## config.mk

```make
export PLATFORM = sky130hd
export DESIGN_NAME = command_response_matcher_retry
export DESIGN_NICKNAME = d
export VERILOG_FILES = /design/src/hw/rtl/crm_pkg.sv /design/src/hw/rtl/command_response_matcher_retry.sv
export SDC_FILE = /design/constraint.sdc
export NUM_CORES = 1
export LEC_CHECK = 0
export BUFFER_PORTS_ARGS = -buffer_cell sky130_fd_sc_hd__buf_2
export CAP_MARGIN = 20
export CORE_MARGIN = 2
export CORE_UTILIZATION = 64
export DETAILED_ROUTE_END_ITERATION = 10
export PLACE_DENSITY_LB_ADDON = 0.3
export SKIP_CTS_REPAIR_TIMING = 1
export SLEW_MARGIN = 20
export SYNTH_ARGS = -nofsm -noshare
export SYNTH_HDL_FRONTEND = slang
export SYNTH_SLANG_ARGS = --single-unit
```

## constraint.sdc

```tcl
create_clock -name i_clk -period 6.62 [get_ports i_clk]
set_input_delay 0.993 -clock i_clk [delete_from_list [all_inputs] [get_ports i_clk]]
set_output_delay 0.993 -clock i_clk [all_outputs]
set_load 0.01 [all_outputs]
```

## src/hw/rtl/crm_pkg.sv

```systemverilog
// ----------------------------------------------------------------------------
// crm_pkg
// Shared constants and helper functions for the command/response matcher with retry.
// ----------------------------------------------------------------------------
package crm_pkg;

    // pattern geometry
    localparam int unsigned MAX_PATTERN_BYTES = 8;
    localparam int unsigned PATTERN_W         = 64;
    localparam int unsigned INDEX_W           = 4;

    // timeout
    localparam int unsigned TICK_W         = 10;
    localparam int unsigned UNIT_W         = 11;
    localparam int unsigned TICKS_PER_UNIT = 1000;
    localparam int unsigned TIMEOUT_UNITS  = 2000;

    localparam int unsigned ATTEMPT_W = 8;

    // input modes
    localparam logic [1:0] MODE_START = 2'd0;
    localparam logic [1:0] MODE_BYTE  = 2'd1;
    localparam logic [1:0] MODE_TICK  = 2'd2;

    // register indexes
    localparam int unsigned CFG_INDEX_W = 3;
    localparam logic [CFG_INDEX_W-1:0] CFG_PATTERN_A     = 3'd0;
    localparam logic [CFG_INDEX_W-1:0] CFG_LENGTH_A      = 3'd1;
    localparam logic [CFG_INDEX_W-1:0] CFG_PATTERN_B     = 3'd2;
    localparam logic [CFG_INDEX_W-1:0] CFG_LENGTH_B      = 3'd3;
    localparam logic [CFG_INDEX_W-1:0] CFG_ATTEMPT_LIMIT = 3'd4;

    // register reset values
    localparam logic [INDEX_W-1:0]   LENGTH_RESET        = 4'd1;
    localparam logic [ATTEMPT_W-1:0] ATTEMPT_LIMIT_RESET = 8'd3;

    // length 0 counts as 1, lengths above the maximum are clamped
    function automatic logic [INDEX_W-1:0] eff_len(input logic [INDEX_W-1:0] len);
        logic [INDEX_W-1:0] res;
        res = len;
        if (len == '0) begin
            res = INDEX_W'(1);
        end else if (len > INDEX_W'(MAX_PATTERN_BYTES)) begin
            res = INDEX_W'(MAX_PATTERN_BYTES);
        end
        return res;
    endfunction

    // naive match step: advance on equal byte, else drop to zero
    function automatic logic [INDEX_W-1:0] advance(
        input logic [INDEX_W-1:0]   idx,
        input logic [PATTERN_W-1:0] pat,
        input logic [7:0]           b
    );
        logic [INDEX_W-1:0] res;
        res = '0;
        if (idx < INDEX_W'(MAX_PATTERN_BYTES)) begin
            if (pat[idx[2:0]*8 +: 8] == b) begin
                res = idx + INDEX_W'(1);
            end
        end
        return res;
    endfunction

endpackage

```

## src/hw/rtl/command_response_matcher_retry.sv

```systemverilog
// ----------------------------------------------------------------------------
// command_response_matcher_retry
// Issues a command and waits for a success or alternate reply, with retry.
//
// Input channel (i_in_valid / o_in_stall) carries a mode and a received byte:
// start an exchange, one received byte, or one timer tick. Every accepted
// transfer yields exactly one result transfer on the output channel
// (o_out_valid / i_out_stall): send_command, finished, outcome, last_failure
// and attempts_remaining.
// Each transfer passes through the input register, then the matcher and timer
// update into the result register. Throughput is one item per cycle while the
// receiver does not stall; the exchange state loop has no extra register in it.
// When the receiver stalls, the result register holds and the input register
// fills; o_in_stall rises only when both are occupied.
// Configuration is written through i_cfg_valid / o_cfg_ready (always ready)
// and is meant to change only while no item is in flight.
// Reset (synchronous, active low) empties both registers, clears the exchange
// state and loads the register reset values. No clearing pass is needed.
// ----------------------------------------------------------------------------
module command_response_matcher_retry (
    input  logic                                 i_clk,
    input  logic                                 i_rst_n,
    // input channel
    input  logic                                 i_in_valid,
    output logic                                 o_in_stall,
    input  logic [1:0]                           i_mode,
    input  logic [7:0]                           i_rx_byte,
    // output channel
    output logic                                 o_out_valid,
    input  logic                                 i_out_stall,
    output logic                                 o_send_command,
    output logic                                 o_finished,
    output logic                                 o_outcome,
    output logic                                 o_last_failure,
    output logic [crm_pkg::ATTEMPT_W-1:0]        o_attempts_remaining,
    // configuration
    input  logic                                 i_cfg_valid,
    output logic                                 o_cfg_ready,
    input  logic [crm_pkg::CFG_INDEX_W-1:0]      i_cfg_index,
    input  logic [crm_pkg::PATTERN_W-1:0]        i_cfg_data
);

    localparam int unsigned IW = crm_pkg::INDEX_W;
    localparam int unsigned TW = crm_pkg::TICK_W;
    localparam int unsigned UW = crm_pkg::UNIT_W;
    localparam int unsigned AW = crm_pkg::ATTEMPT_W;

    // configuration registers
    logic [crm_pkg::PATTERN_W-1:0] r_pattern_a;
    logic [crm_pkg::PATTERN_W-1:0] r_pattern_b;
    logic [IW-1:0]                 r_length_a;
    logic [IW-1:0]                 r_length_b;
    logic [AW-1:0]                 r_attempt_limit;

    // input register
    logic       r_in_valid;
    logic [1:0] r_mode;
    logic [7:0] r_rx_byte;

    // exchange state
    logic          r_busy,          n_busy;
    logic [IW-1:0] r_match_index_a, n_match_index_a;
    logic [IW-1:0] r_match_index_b, n_match_index_b;
    logic [TW-1:0] r_tick_count,    n_tick_count;
    logic [UW-1:0] r_units_left,    n_units_left;
    logic [AW-1:0] r_attempts_left, n_attempts_left;
    logic          r_failure_kind,  n_failure_kind;

    // result register
    logic r_out_valid;
    logic r_send_command, n_send_command;
    logic r_finished,     n_finished;
    logic r_outcome,      n_outcome;

    logic          in_take;
    logic          out_load;
    logic          fail_attempt;
    logic [IW-1:0] adv_a;
    logic [IW-1:0] adv_b;
    logic [TW-1:0] tick_inc;
    logic [UW-1:0] units_dec;
    logic [AW-1:0] attempts_dec;

    assign o_cfg_ready = 1'b1;
    assign out_load    = r_in_valid && (!r_out_valid || !i_out_stall);
    assign o_in_stall  = r_in_valid && r_out_valid && i_out_stall;
    assign in_take     = i_in_valid && !o_in_stall;

    // configuration writes
    always_ff @(posedge i_clk) begin
        if (!i_rst_n) begin
            r_pattern_a     <= '0;
            r_pattern_b     <= '0;
            r_length_a      <= crm_pkg::LENGTH_RESET;
            r_length_b      <= crm_pkg::LENGTH_RESET;
            r_attempt_limit <= crm_pkg::ATTEMPT_LIMIT_RESET;
        end else if (i_cfg_valid && o_cfg_ready) begin
            unique case (i_cfg_index)
                crm_pkg::CFG_PATTERN_A:     r_pattern_a     <= i_cfg_data;
                crm_pkg::CFG_LENGTH_A:      r_length_a      <= i_cfg_data[IW-1:0];
                crm_pkg::CFG_PATTERN_B:     r_pattern_b     <= i_cfg_data;
                crm_pkg::CFG_LENGTH_B:      r_length_b      <= i_cfg_data[IW-1:0];
                crm_pkg::CFG_ATTEMPT_LIMIT: r_attempt_limit <= i_cfg_data[AW-1:0];
                default: ;
            endcase
        end
    end

    // input register
    always_ff @(posedge i_clk) begin
        if (!i_rst_n) begin
            r_in_valid <= 1'b0;
        end else if (!o_in_stall) begin
            r_in_valid <= i_in_valid;
        end
    end

    always_ff @(posedge i_clk) begin
        if (in_take) begin
            r_mode    <= i_mode;
            r_rx_byte <= i_rx_byte;
        end
    end

    assign adv_a        = crm_pkg::advance(r_match_index_a, r_pattern_a, r_rx_byte);
    assign adv_b        = crm_pkg::advance(r_match_index_b, r_pattern_b, r_rx_byte);
    assign tick_inc     = r_tick_count + TW'(1);
    assign units_dec    = r_units_left - UW'(1);
    assign attempts_dec = r_attempts_left - AW'(1);

    // matcher, timer and retry update
    always_comb begin
        n_busy          = r_busy;
        n_match_index_a = r_match_index_a;
        n_match_index_b = r_match_index_b;
        n_tick_count    = r_tick_count;
        n_units_left    = r_units_left;
        n_attempts_left = r_attempts_left;
        n_failure_kind  = r_failure_kind;
        n_send_command  = 1'b0;
        n_finished      = 1'b0;
        n_outcome       = 1'b0;
        fail_attempt    = 1'b0;

        case (r_mode)
            crm_pkg::MODE_START: begin
                n_busy          = 1'b1;
                n_attempts_left = r_attempt_limit;
                n_failure_kind  = 1'b0;
                n_match_index_a = '0;
                n_match_index_b = '0;
                n_tick_count    = '0;
                n_units_left    = UW'(crm_pkg::TIMEOUT_UNITS);
                n_send_command  = 1'b1;
            end
            crm_pkg::MODE_BYTE: begin
                if (r_busy) begin
                    n_match_index_a = adv_a;
                    n_match_index_b = adv_b;
                    if (adv_a >= crm_pkg::eff_len(r_length_a)) begin
                        n_busy     = 1'b0;
                        n_finished = 1'b1;
                    end else if (adv_b >= crm_pkg::eff_len(r_length_b)) begin
                        n_failure_kind = 1'b0;
                        fail_attempt   = 1'b1;
                    end
                end
            end
            crm_pkg::MODE_TICK: begin
                if (r_busy) begin
                    n_tick_count = tick_inc;
                    if (tick_inc >= TW'(crm_pkg::TICKS_PER_UNIT)) begin
                        n_tick_count = '0;
                        n_units_left = units_dec;
                        if (units_dec == '0) begin
                            n_failure_kind = 1'b1;
                            fail_attempt   = 1'b1;
                        end
                    end
                end
            end
            default: ;
        endcase

        if (fail_attempt) begin
            n_attempts_left = attempts_dec;
            if (attempts_dec == '0) begin
                n_busy     = 1'b0;
                n_finished = 1'b1;
                n_outcome  = 1'b1;
            end else begin
                n_match_index_a = '0;
                n_match_index_b = '0;
                n_tick_count    = '0;
                n_units_left    = UW'(crm_pkg::TIMEOUT_UNITS);
                n_send_command  = 1'b1;
            end
        end
    end

    always_ff @(posedge i_clk) begin
        if (!i_rst_n) begin
            r_busy          <= 1'b0;
            r_match_index_a <= '0;
            r_match_index_b <= '0;
            r_tick_count    <= '0;
            r_units_left    <= UW'(crm_pkg::TIMEOUT_UNITS);
            r_attempts_left <= '0;
            r_failure_kind  <= 1'b0;
            r_out_valid     <= 1'b0;
        end else begin
            if (out_load) begin
                r_busy          <= n_busy;
                r_match_index_a <= n_match_index_a;
                r_match_index_b <= n_match_index_b;
                r_tick_count    <= n_tick_count;
                r_units_left    <= n_units_left;
                r_attempts_left <= n_attempts_left;
                r_failure_kind  <= n_failure_kind;
            end
            if (out_load) begin
                r_out_valid <= 1'b1;
            end else if (!i_out_stall) begin
                r_out_valid <= 1'b0;
            end
        end
    end

    // result payload
    always_ff @(posedge i_clk) begin
        if (out_load) begin
            r_send_command <= n_send_command;
            r_finished     <= n_finished;
            r_outcome      <= n_outcome;
        end
    end

    assign o_out_valid          = r_out_valid;
    assign o_send_command       = r_send_command;
    assign o_finished           = r_finished;
    assign o_outcome            = r_outcome;
    assign o_last_failure       = r_failure_kind;
    assign o_attempts_remaining = r_attempts_left;

endmodule

```

Yosys cells after proc, flatten, opt, wreduce, memory -nomap -nowiden

Index checks and enable logic that the tools add are counted.

Flip-flop bits (word level): 198
Output and inout bits: 15

Add/sub/neg operators: 5
Magnitude comparators: 7
Equal/unequal tests: 15
Shifts and indexed selects: 2
Muxes and demuxes: 63
Reductions and logical operators: 23

Operators by type and width:

| operator              | number |
|---|---|
| $shiftx 64x7->8       | 2 |
| $mux 4                | 19 |
| $mux 11               | 4 |
| $mux 10               | 4 |
| $mux 1                | 27 |
| $pmux 11 s2           | 1 |
| $pmux 10 s2           | 1 |
| $eq 8x8->1            | 2 |
| $mux 8                | 2 |
| $pmux 4 s2            | 2 |
| $ne 2x2->1 const B    | 6 |
| $reduce_and 2->1      | 6 |
| $logic_not 11->1      | 1 |
| $sub 11x1->11 const B | 1 |
| $add 10x1->10 const B | 1 |
| $ge 10x10->1 const B  | 1 |
| $add 4x1->4 const B   | 2 |
| $ge 4x4->1            | 2 |
| $gt 4x4->1 const B    | 2 |
| $logic_not 4->1       | 2 |
| $logic_not 8->1       | 1 |
| $lt 4x4->1 const B    | 2 |
| $reduce_and 8->1      | 1 |
| $sub 8x1->8 const B   | 1 |
| other kinds (15)      | 22 |

Longest topological paths before layout

Gate-level depths: netlist (run 1).

Depth after elaboration: 16
Mapped depth: 18
Depth with buffers taken out: 15

Worst setup path after synthesis (run 1)

Ideal clock, no wire load.

Path type: reg2reg
Start: register r_match_index_a[0]
End: register r_match_index_a[3]
Setup time: 0.121 ns
Arrival time: 4.152 ns
Required time: 6.499 ns
Path slack: 2.347 ns
Stages on the path, launching flop included: 18
Buffers on the path: 2
Cell sequence: dfxtp_1 -> clkbuf_1 -> buf_1 -> mux4_2 -> mux2i_1 -> xor2_1 -> nand2_1 -> nor3_1 -> nand2_1 -> ha_1 -> nand2b_1 -> a21oi_1 -> o21ai_0 -> nor3b_1 -> a21oi_4 -> o211ai_2 -> nor2_2 -> a2bb2o_1

Longest elaborated chain between the ends: 9
Elaborated cells on any way between the ends: 14
Classes of those cells: 1 x add/sub; 2 x order compare; 1 x eq/ne; 1 x shift; 9 x mux

RTL lines:

| element                  | RTL line                              | text |
|---|---|---|
| start: declaration       | command_response_matcher_retry.sv:62  | `logic [IW-1:0] r_match_index_a, n_match_index_a;` |
| start signal: assignment | command_response_matcher_retry.sv:214 | `r_match_index_a <= n_match_index_a;` |
| $shiftx 64x7->8          | crm_pkg.sv:58                         | `if (pat[idx[2:0]*8 +: 8] == b) begin` |
| $eq 8x8->1               | crm_pkg.sv:58                         |  |
| $mux 4                   | crm_pkg.sv:58                         |  |
| $mux 4 *                 | crm_pkg.sv:57                         | `if (idx < INDEX_W'(MAX_PATTERN_BYTES)) begin` |
| $ge 4x4->1               | command_response_matcher_retry.sv:160 | `if (adv_a >= crm_pkg::eff_len(r_length_a)) begin` |
| $mux 1                   | command_response_matcher_retry.sv:160 |  |
| $mux 1                   | command_response_matcher_retry.sv:157 | `if (r_busy) begin` |
| $pmux 1 s2               | command_response_matcher_retry.sv:145 | `case (r_mode)` |
| $mux 4 *                 | command_response_matcher_retry.sv:185 | `if (fail_attempt) begin` |

Mark *: on every way between the ends. The rest lies on a longest branch, timed or not.
A chain may end at the register's enable or synchronous reset.

Final worst setup path (run 1)

Start: register r_match_index_b[0]
End: register r_match_index_a[3]

Longest elaborated chain between the ends: 10
Elaborated cells on any way between the ends: 12
Classes of those cells: 1 x add/sub; 2 x order compare; 1 x eq/ne; 1 x shift; 7 x mux

RTL lines:

| element                  | RTL line                              | text |
|---|---|---|
| start: declaration       | command_response_matcher_retry.sv:63  | `logic [IW-1:0] r_match_index_b, n_match_index_b;` |
| start signal: assignment | command_response_matcher_retry.sv:215 | `r_match_index_b <= n_match_index_b;` |
| $shiftx 64x7->8          | crm_pkg.sv:58                         |  |
| $eq 8x8->1               | crm_pkg.sv:58                         |  |
| $mux 4                   | crm_pkg.sv:58                         |  |
| $mux 4 *                 | crm_pkg.sv:57                         |  |
| $ge 4x4->1 *             | command_response_matcher_retry.sv:163 | `end else if (adv_b >= crm_pkg::eff_len(r_length_b)) begin` |
| $mux 1 *                 | command_response_matcher_retry.sv:163 |  |
| $mux 1 *                 | command_response_matcher_retry.sv:160 |  |
| $mux 1 *                 | command_response_matcher_retry.sv:157 |  |
| $pmux 1 s2 *             | command_response_matcher_retry.sv:145 |  |
| $mux 4 *                 | command_response_matcher_retry.sv:185 |  |

Marked as above.

==> impl_metrics.ini, run 1 <==
[place]
dp_cells = 1346
pre_cts_ws_ns = 1.83
io_buffers = 95
hpwl_mm = 17.7
gp_congestion = 0.933

[route]
routed_wirelength_mm = 25.7
postRouteAntennaNets = 0
wire_per_inst_um = 18.6
vias = 8630
drt-initial-drc-count = 827
viasPerCell = 6.26
drc = 0
first_pass_iters = 5

[synth]
synth_common_cells = nand2_1 (320), dfxtp_1 (185), a21oi_1 (158)
synth_top_cell_by_area = dfxtp_1
synth.most_common_cell = nand2_1
synthArstFlopShare_pct = 0
syn_nets = 1237
avgSynthCellArea_sq_um = 8.38
seq_area_frac_synth_pct = 43.0
synth-edff-count = 13
yosys_register_bits = 198
syn_inst = 1135
synthFlopType = dfxtp_1
synthesis.area_sq_mm = 0.00951
ys_warn_count = 0
netlist_top_cells_area = dfxtp_1 (39%), nand2_1 (13%), a21oi_1 (8.3%)
synth_top_area_share_pct = 38.9
synth_cell_types = 68

[floorplanning]
die_w_um = 126
fp-row-count = 44
die_area_sq_mm = 0.0159
initial_core_util_pct = 65.5
core_area_sq_mm = 0.0145
io_pins = 97
die_h_um = 126

[pwr]
p_leak_nw = 3.79
power_density_mw_per_mm2 = 226
p_total_mw = 2.39
ir_drop_uv = 209

[timing]
clock_skew_ns = 0.0114
worst_pin_slew_ns = 1.13
clock.fmax_mhz = 204
slew_viol_final = 0
setup_viol = 0
relSlewSlack_pct = 24.1
hold_viol_final = 0
final.period_utilization_pct = 74.1
min_period_ns = 4.91
rsz0062_at_grt = false
fin_setup_tns_ns = 0
setup_slack_ns = 1.71

[final_layout]
antennaDiodeCount = 0
area_delta_synth_final_pct = 11.0
finalNonFillerCells = 1379
multi_input_area_sq_mm = 0.00504
finalNetCount = 1284
regArea_sq_mm = 0.00409
fillers = 1139
drive_gt1_share_pct = 15.6

[clock_tree]
cts_sinks = 198
clk_pin_slew_worst_paths_ns = 0.07
cts_tree = done
cts-root-buf = clkbuf_16
cts_buffers = 17
cts-htree-levels = 4
clock_path_buffers = 2
clk_latency_ns = 0.44

[flow_run]
cap_violations = 0

[global_routing]
antenna_found_initial = 0
grt_pass1_wl_mm = 41.0
grt_overflow = 0
grt_pass1_vias = 8162
grt_use_total_pct = 32.5
grt_max_degree = 112

[run_status]
outcome = complete, no violations

[setup_path]
critPathSlowestCell = dfxtp_1
crit_fanout = 15
crit_chain = mux4_2 > mux2i_1 > xor2_1 > nand4_1 > nor3_1 > nand2_1 > ha_1 > nand2b_1 > a21oi_1 > o21ai_0 > nor3b_1 > a21oi_4 > o211ai_2 > nor2_2 > a2bb2o_1
rr_worst_depth = 15
critPathMaxStageDelay_ns = 0.88
path_buf_inv = 0
critical_path_required_ns = 6.94
critPathTopFamily = simple AND/OR/NAND/NOR gates
crit_cells = 15
endpoint_kind = flip-flop
cp-start-kind = flip-flop
path_class = reg2reg
worstPathArrival_ns = 5.22

[worst_hold_path]
hold_depth = 2
hold_class = reg2reg
## per-layer routing
metal	track usage, %	share of wire (%)	up-vias
met5	0	0	-
met4	18.6	5.9	0
met3	6.58	6.8	95
met2	54.0	48	393
met1	39.4	39	4079
li1	-	-	4063
## final timing paths
kind                                          from                 end  slack, ns
worst max-delay path            r_match_index_b[0]  r_match_index_a[3]       1.71
worst min-delay path               r_pattern_a[59]     r_pattern_a[59]       0.46
worst max register to register  r_match_index_b[0]  r_match_index_a[3]       1.71
worst min register to register     r_pattern_a[59]     r_pattern_a[59]       0.46
## sequential cells by signal, summed over array words and instances, names as in the netlist
register              count
r_match_index_b           4
r_pattern_b              64
o_last_failure            1
r_attempt_limit           8
r_mode                    2
o_outcome                 1
r_match_index_a           4
r_length_b                4
r_units_left             11
r_rx_byte                 8
r_pattern_a              64
o_attempts_remaining      8
r_in_valid                1
r_length_a                4
o_send_command            1
r_tick_count             10
o_finished                1
r_busy                    1
o_out_valid               1
## report_power, final
group | leakage (nW) | internal, mW | switching (mW) | total, mW
Combinational | 1.90 | 0.0609 | 0.107 | 0.168
Sequential | 1.62 | 1.23 | 0.0235 | 1.25
Clock | 0.271 | 0.492 | 0.479 | 0.971
## cells in the final DEF (no fill, tap or decap), types with 20 or more instances in the layout
cell | synthesis | final
nand3_1 | 20 | 20
mux4_2 | 30 | 30
nand2_1 | 320 | 319
buf_2 | 3 | 95
nor2_1 | 57 | 56
ha_1 | 20 | 20
mux2i_1 | 25 | 25
dfxtp_1 | 185 | 185
inv_1 | 24 | 23
a21oi_1 | 158 | 158
nor3_1 | 23 | 23
## worst reg2reg max path, stage by stage, from the launching register on
cell and delay [ns]:
dfxtp_1 0.88, mux4_2 0.63, mux2i_1 0.20, xor2_1 0.19, nand4_1 0.15, nor3_1 0.49, nand2_1 0.17, ha_1 0.30
nand2b_1 0.09, a21oi_1 0.06, o21ai_0 0.25, nor3b_1 0.51, a21oi_4 0.13, o211ai_2 0.36, nor2_2 0.08, a2bb2o_1 0.30
## per-stage QoR
stage | instance area (sq um) | hold slack (ns) | util (%)
4_1_cts | 10500 | 0.457 | 72.5
3_5_place_dp | 9980 | 0.447 | 68.7
5_1_grt | 10600 | 0.476 | 72.7
3_3_place_gp | 9980 | 0.440 | 68.7
6_report | 10600 | 0.456 | 72.7
2_1_floorplan | 9510 | 0.431 | -
## area by class of cell
type                       instances  share of cell area [%]
timing repair buffer             102                    5.19
clock inverter                    14                    1.16
multi-input combinational        838                    47.7
inverter                          25                   0.912
tap                              184                    2.18
clock buffer                      18                    4.06
sequential                       198                    38.8
## kinds of logic (layout without fill, tap and decap cells)
kind of cell,count (synthesis),after routing,share of synthesized area (%)
other,1,1,0.0394
muxes,55,55,9.73
DFF,198,198,43.0
xor gates and xnor gates,22,22,2.03
adders and majority gates,20,20,2.63
buffers and inverters,99,159,4.06
and+or+nand+nor,490,490,22.3
AOI/OAI and AO/OA,250,250,16.2
Note: power is estimated with default switching activity, not from simulation.
==> inputs of run 2 (changes only) <==
CORE_UTILIZATION = 59   (was 64)
clock period = 4.55 ns   (was 6.62 ns; I/O delays follow)
==> run 2 against run 1 <==
Effect of this change: die area rose by 8.2%; cell area up 1.8%; combinational power rose by 46%; cell count is 3.0% higher; hold slack got worse by 0.049 ns; largest cell class unchanged; largest power group unchanged.
==> impl_metrics.ini, run 2 (synthesis gave the netlist of run 1 again) <==
[run_status]
outcome = complete, no violations

[final_layout]
antennaDiodeCount = 0
largest_registers = r_pattern_a (64), r_pattern_b (64), r_units_left (11)
multi_input_area_sq_mm = 0.00507
area_delta_synth_final_pct = 13.0
drive_gt1_share_pct = 16.6
final_common_cell = nand2_1
finalNetCount = 1294
fillers = 1286
final_cell_mix = nand2_1 (319), dfxtp_1 (184), a21oi_1 (159)
regArea_sq_mm = 0.00410
utilization_pct = 67.9
final_cell_area_sq_mm = 0.0108

[floorplanning]
fp-row-count = 46
die_h_um = 131
io_pins = 97
die_w_um = 131
core_area_sq_mm = 0.0158
die_area_sq_mm = 0.0172
initial_core_util_pct = 60.1

[clock_tree]
cts_tree = done
cts-htree-levels = 4
clk_pin_slew_worst_paths_ns = 0.08
cts_sinks = 198
cts-root-buf = clkbuf_16
clock_path_buffers = 2
clk_latency_ns = 0.44
cts_buffers = 17

[route]
drc = 0
routed_wirelength_mm = 26.1
postRouteAntennaNets = 0
first_pass_iters = 5
viasPerCell = 6.06
vias = 8605
wire_per_inst_um = 18.3
drt-initial-drc-count = 785

[setup_path]
critPathSlowestCell = dfxtp_1
worstPathArrival_ns = 4.57
path_class = reg2reg
rrSetupSlack_ns = 0.33
critPathMaxStageDelay_ns = 0.69
crit_fanout = 10
critPathTopFamily = simple AND/OR/NAND/NOR gates
critical_path_required_ns = 4.90
cp-start-kind = flip-flop
path_buf_inv = 1
endpoint_kind = flip-flop
crit_chain = mux4_2 > mux2i_1 > xor2_1 > nand3_1 > nor3_1 > buf_4 > and4_1 > ha_1 > a21oi_1 > o21ai_0 > nor3b_2 > a21oi_4 > o211ai_2 > or2_2 > o22ai_1

[timing]
final.period_utilization_pct = 92.7
hold_viol_final = 0
clock_skew_ns = 0.0151
min_period_ns = 4.22
worst_pin_slew_ns = 1.01
slew_viol_final = 0
relSlewSlack_pct = 32.5
rsz0062_at_grt = false
hold_ws_ns = 0.407
setup_viol = 0
fin_setup_tns_ns = 0
clock.fmax_mhz = 237

[place]
gp_congestion = 0.886
placedInstanceArea_sq_mm = 0.0101
hpwl_mm = 18.4
io_buffers = 95

[flow_run]
cap_violations = 0

[pwr]
p_leak_nw = 3.86
power_density_mw_per_mm2 = 332
p_total_mw = 3.57
ir_drop_uv = 270

[global_routing]
grt_use_total_pct = 31.3
antenna_found_initial = 0
grt_pass1_wl_mm = 41.6
grt_max_degree = 100
grt_pass1_vias = 8142
grt_overflow = 0

[worst_hold_path]
hold_class = in2reg
## run 2: final timing paths
path	cells after the start	endpoint	start
hold reg to reg	2	r_pattern_b[63]	r_pattern_b[63]
setup / recovery	15	r_match_index_b[1]	r_match_index_b[2]
hold / removal	1	r_rx_byte[3]	i_rx_byte[3]
setup reg to reg	15	r_match_index_b[1]	r_match_index_b[2]
## run 2: area by class of cell
cell class / instances / area share (%)
Timing Repair Buffer: 111 / 5.89
Tap cell: 216 / 2.51
Clock inverter: 12 / 1.29
Multi-Input combinational cell: 839 / 47.2
Sequential cell: 198 / 38.1
Inverter: 25 / 0.896
Clock buffer: 20 / 4.15
## run 2: routing by layer
| layer | GRT usage [%] | part of all wire (%) | vias to the layer above |
|---|---|---|---|
| li1 | - | - | 4081 |
| met1 | 39.0 | 40 | 4107 |
| met2 | 53.4 | 49 | 350 |
| met3 | 5.99 | 6.2 | 67 |
| met4 | 13.1 | 4.0 | 0 |
| met5 | 0 | 0 | - |
## run 2: power by group
group / internal, mW / total (mW) / switching [mW]
clock: 0.791 / 1.51 / 0.715
sequential: 1.79 / 1.82 / 0.0314
combinational: 0.0880 / 0.245 / 0.157
## run 2: per-stage QoR
stage,std cells,worst slack [ns]
3_5_place_dp,1388,0.213
5_1_grt,1421,0.0787
2_1_floorplan,1135,0.277
6_report,1421,0.331
4_1_cts,1420,0.173
3_3_place_gp,1388,0.266
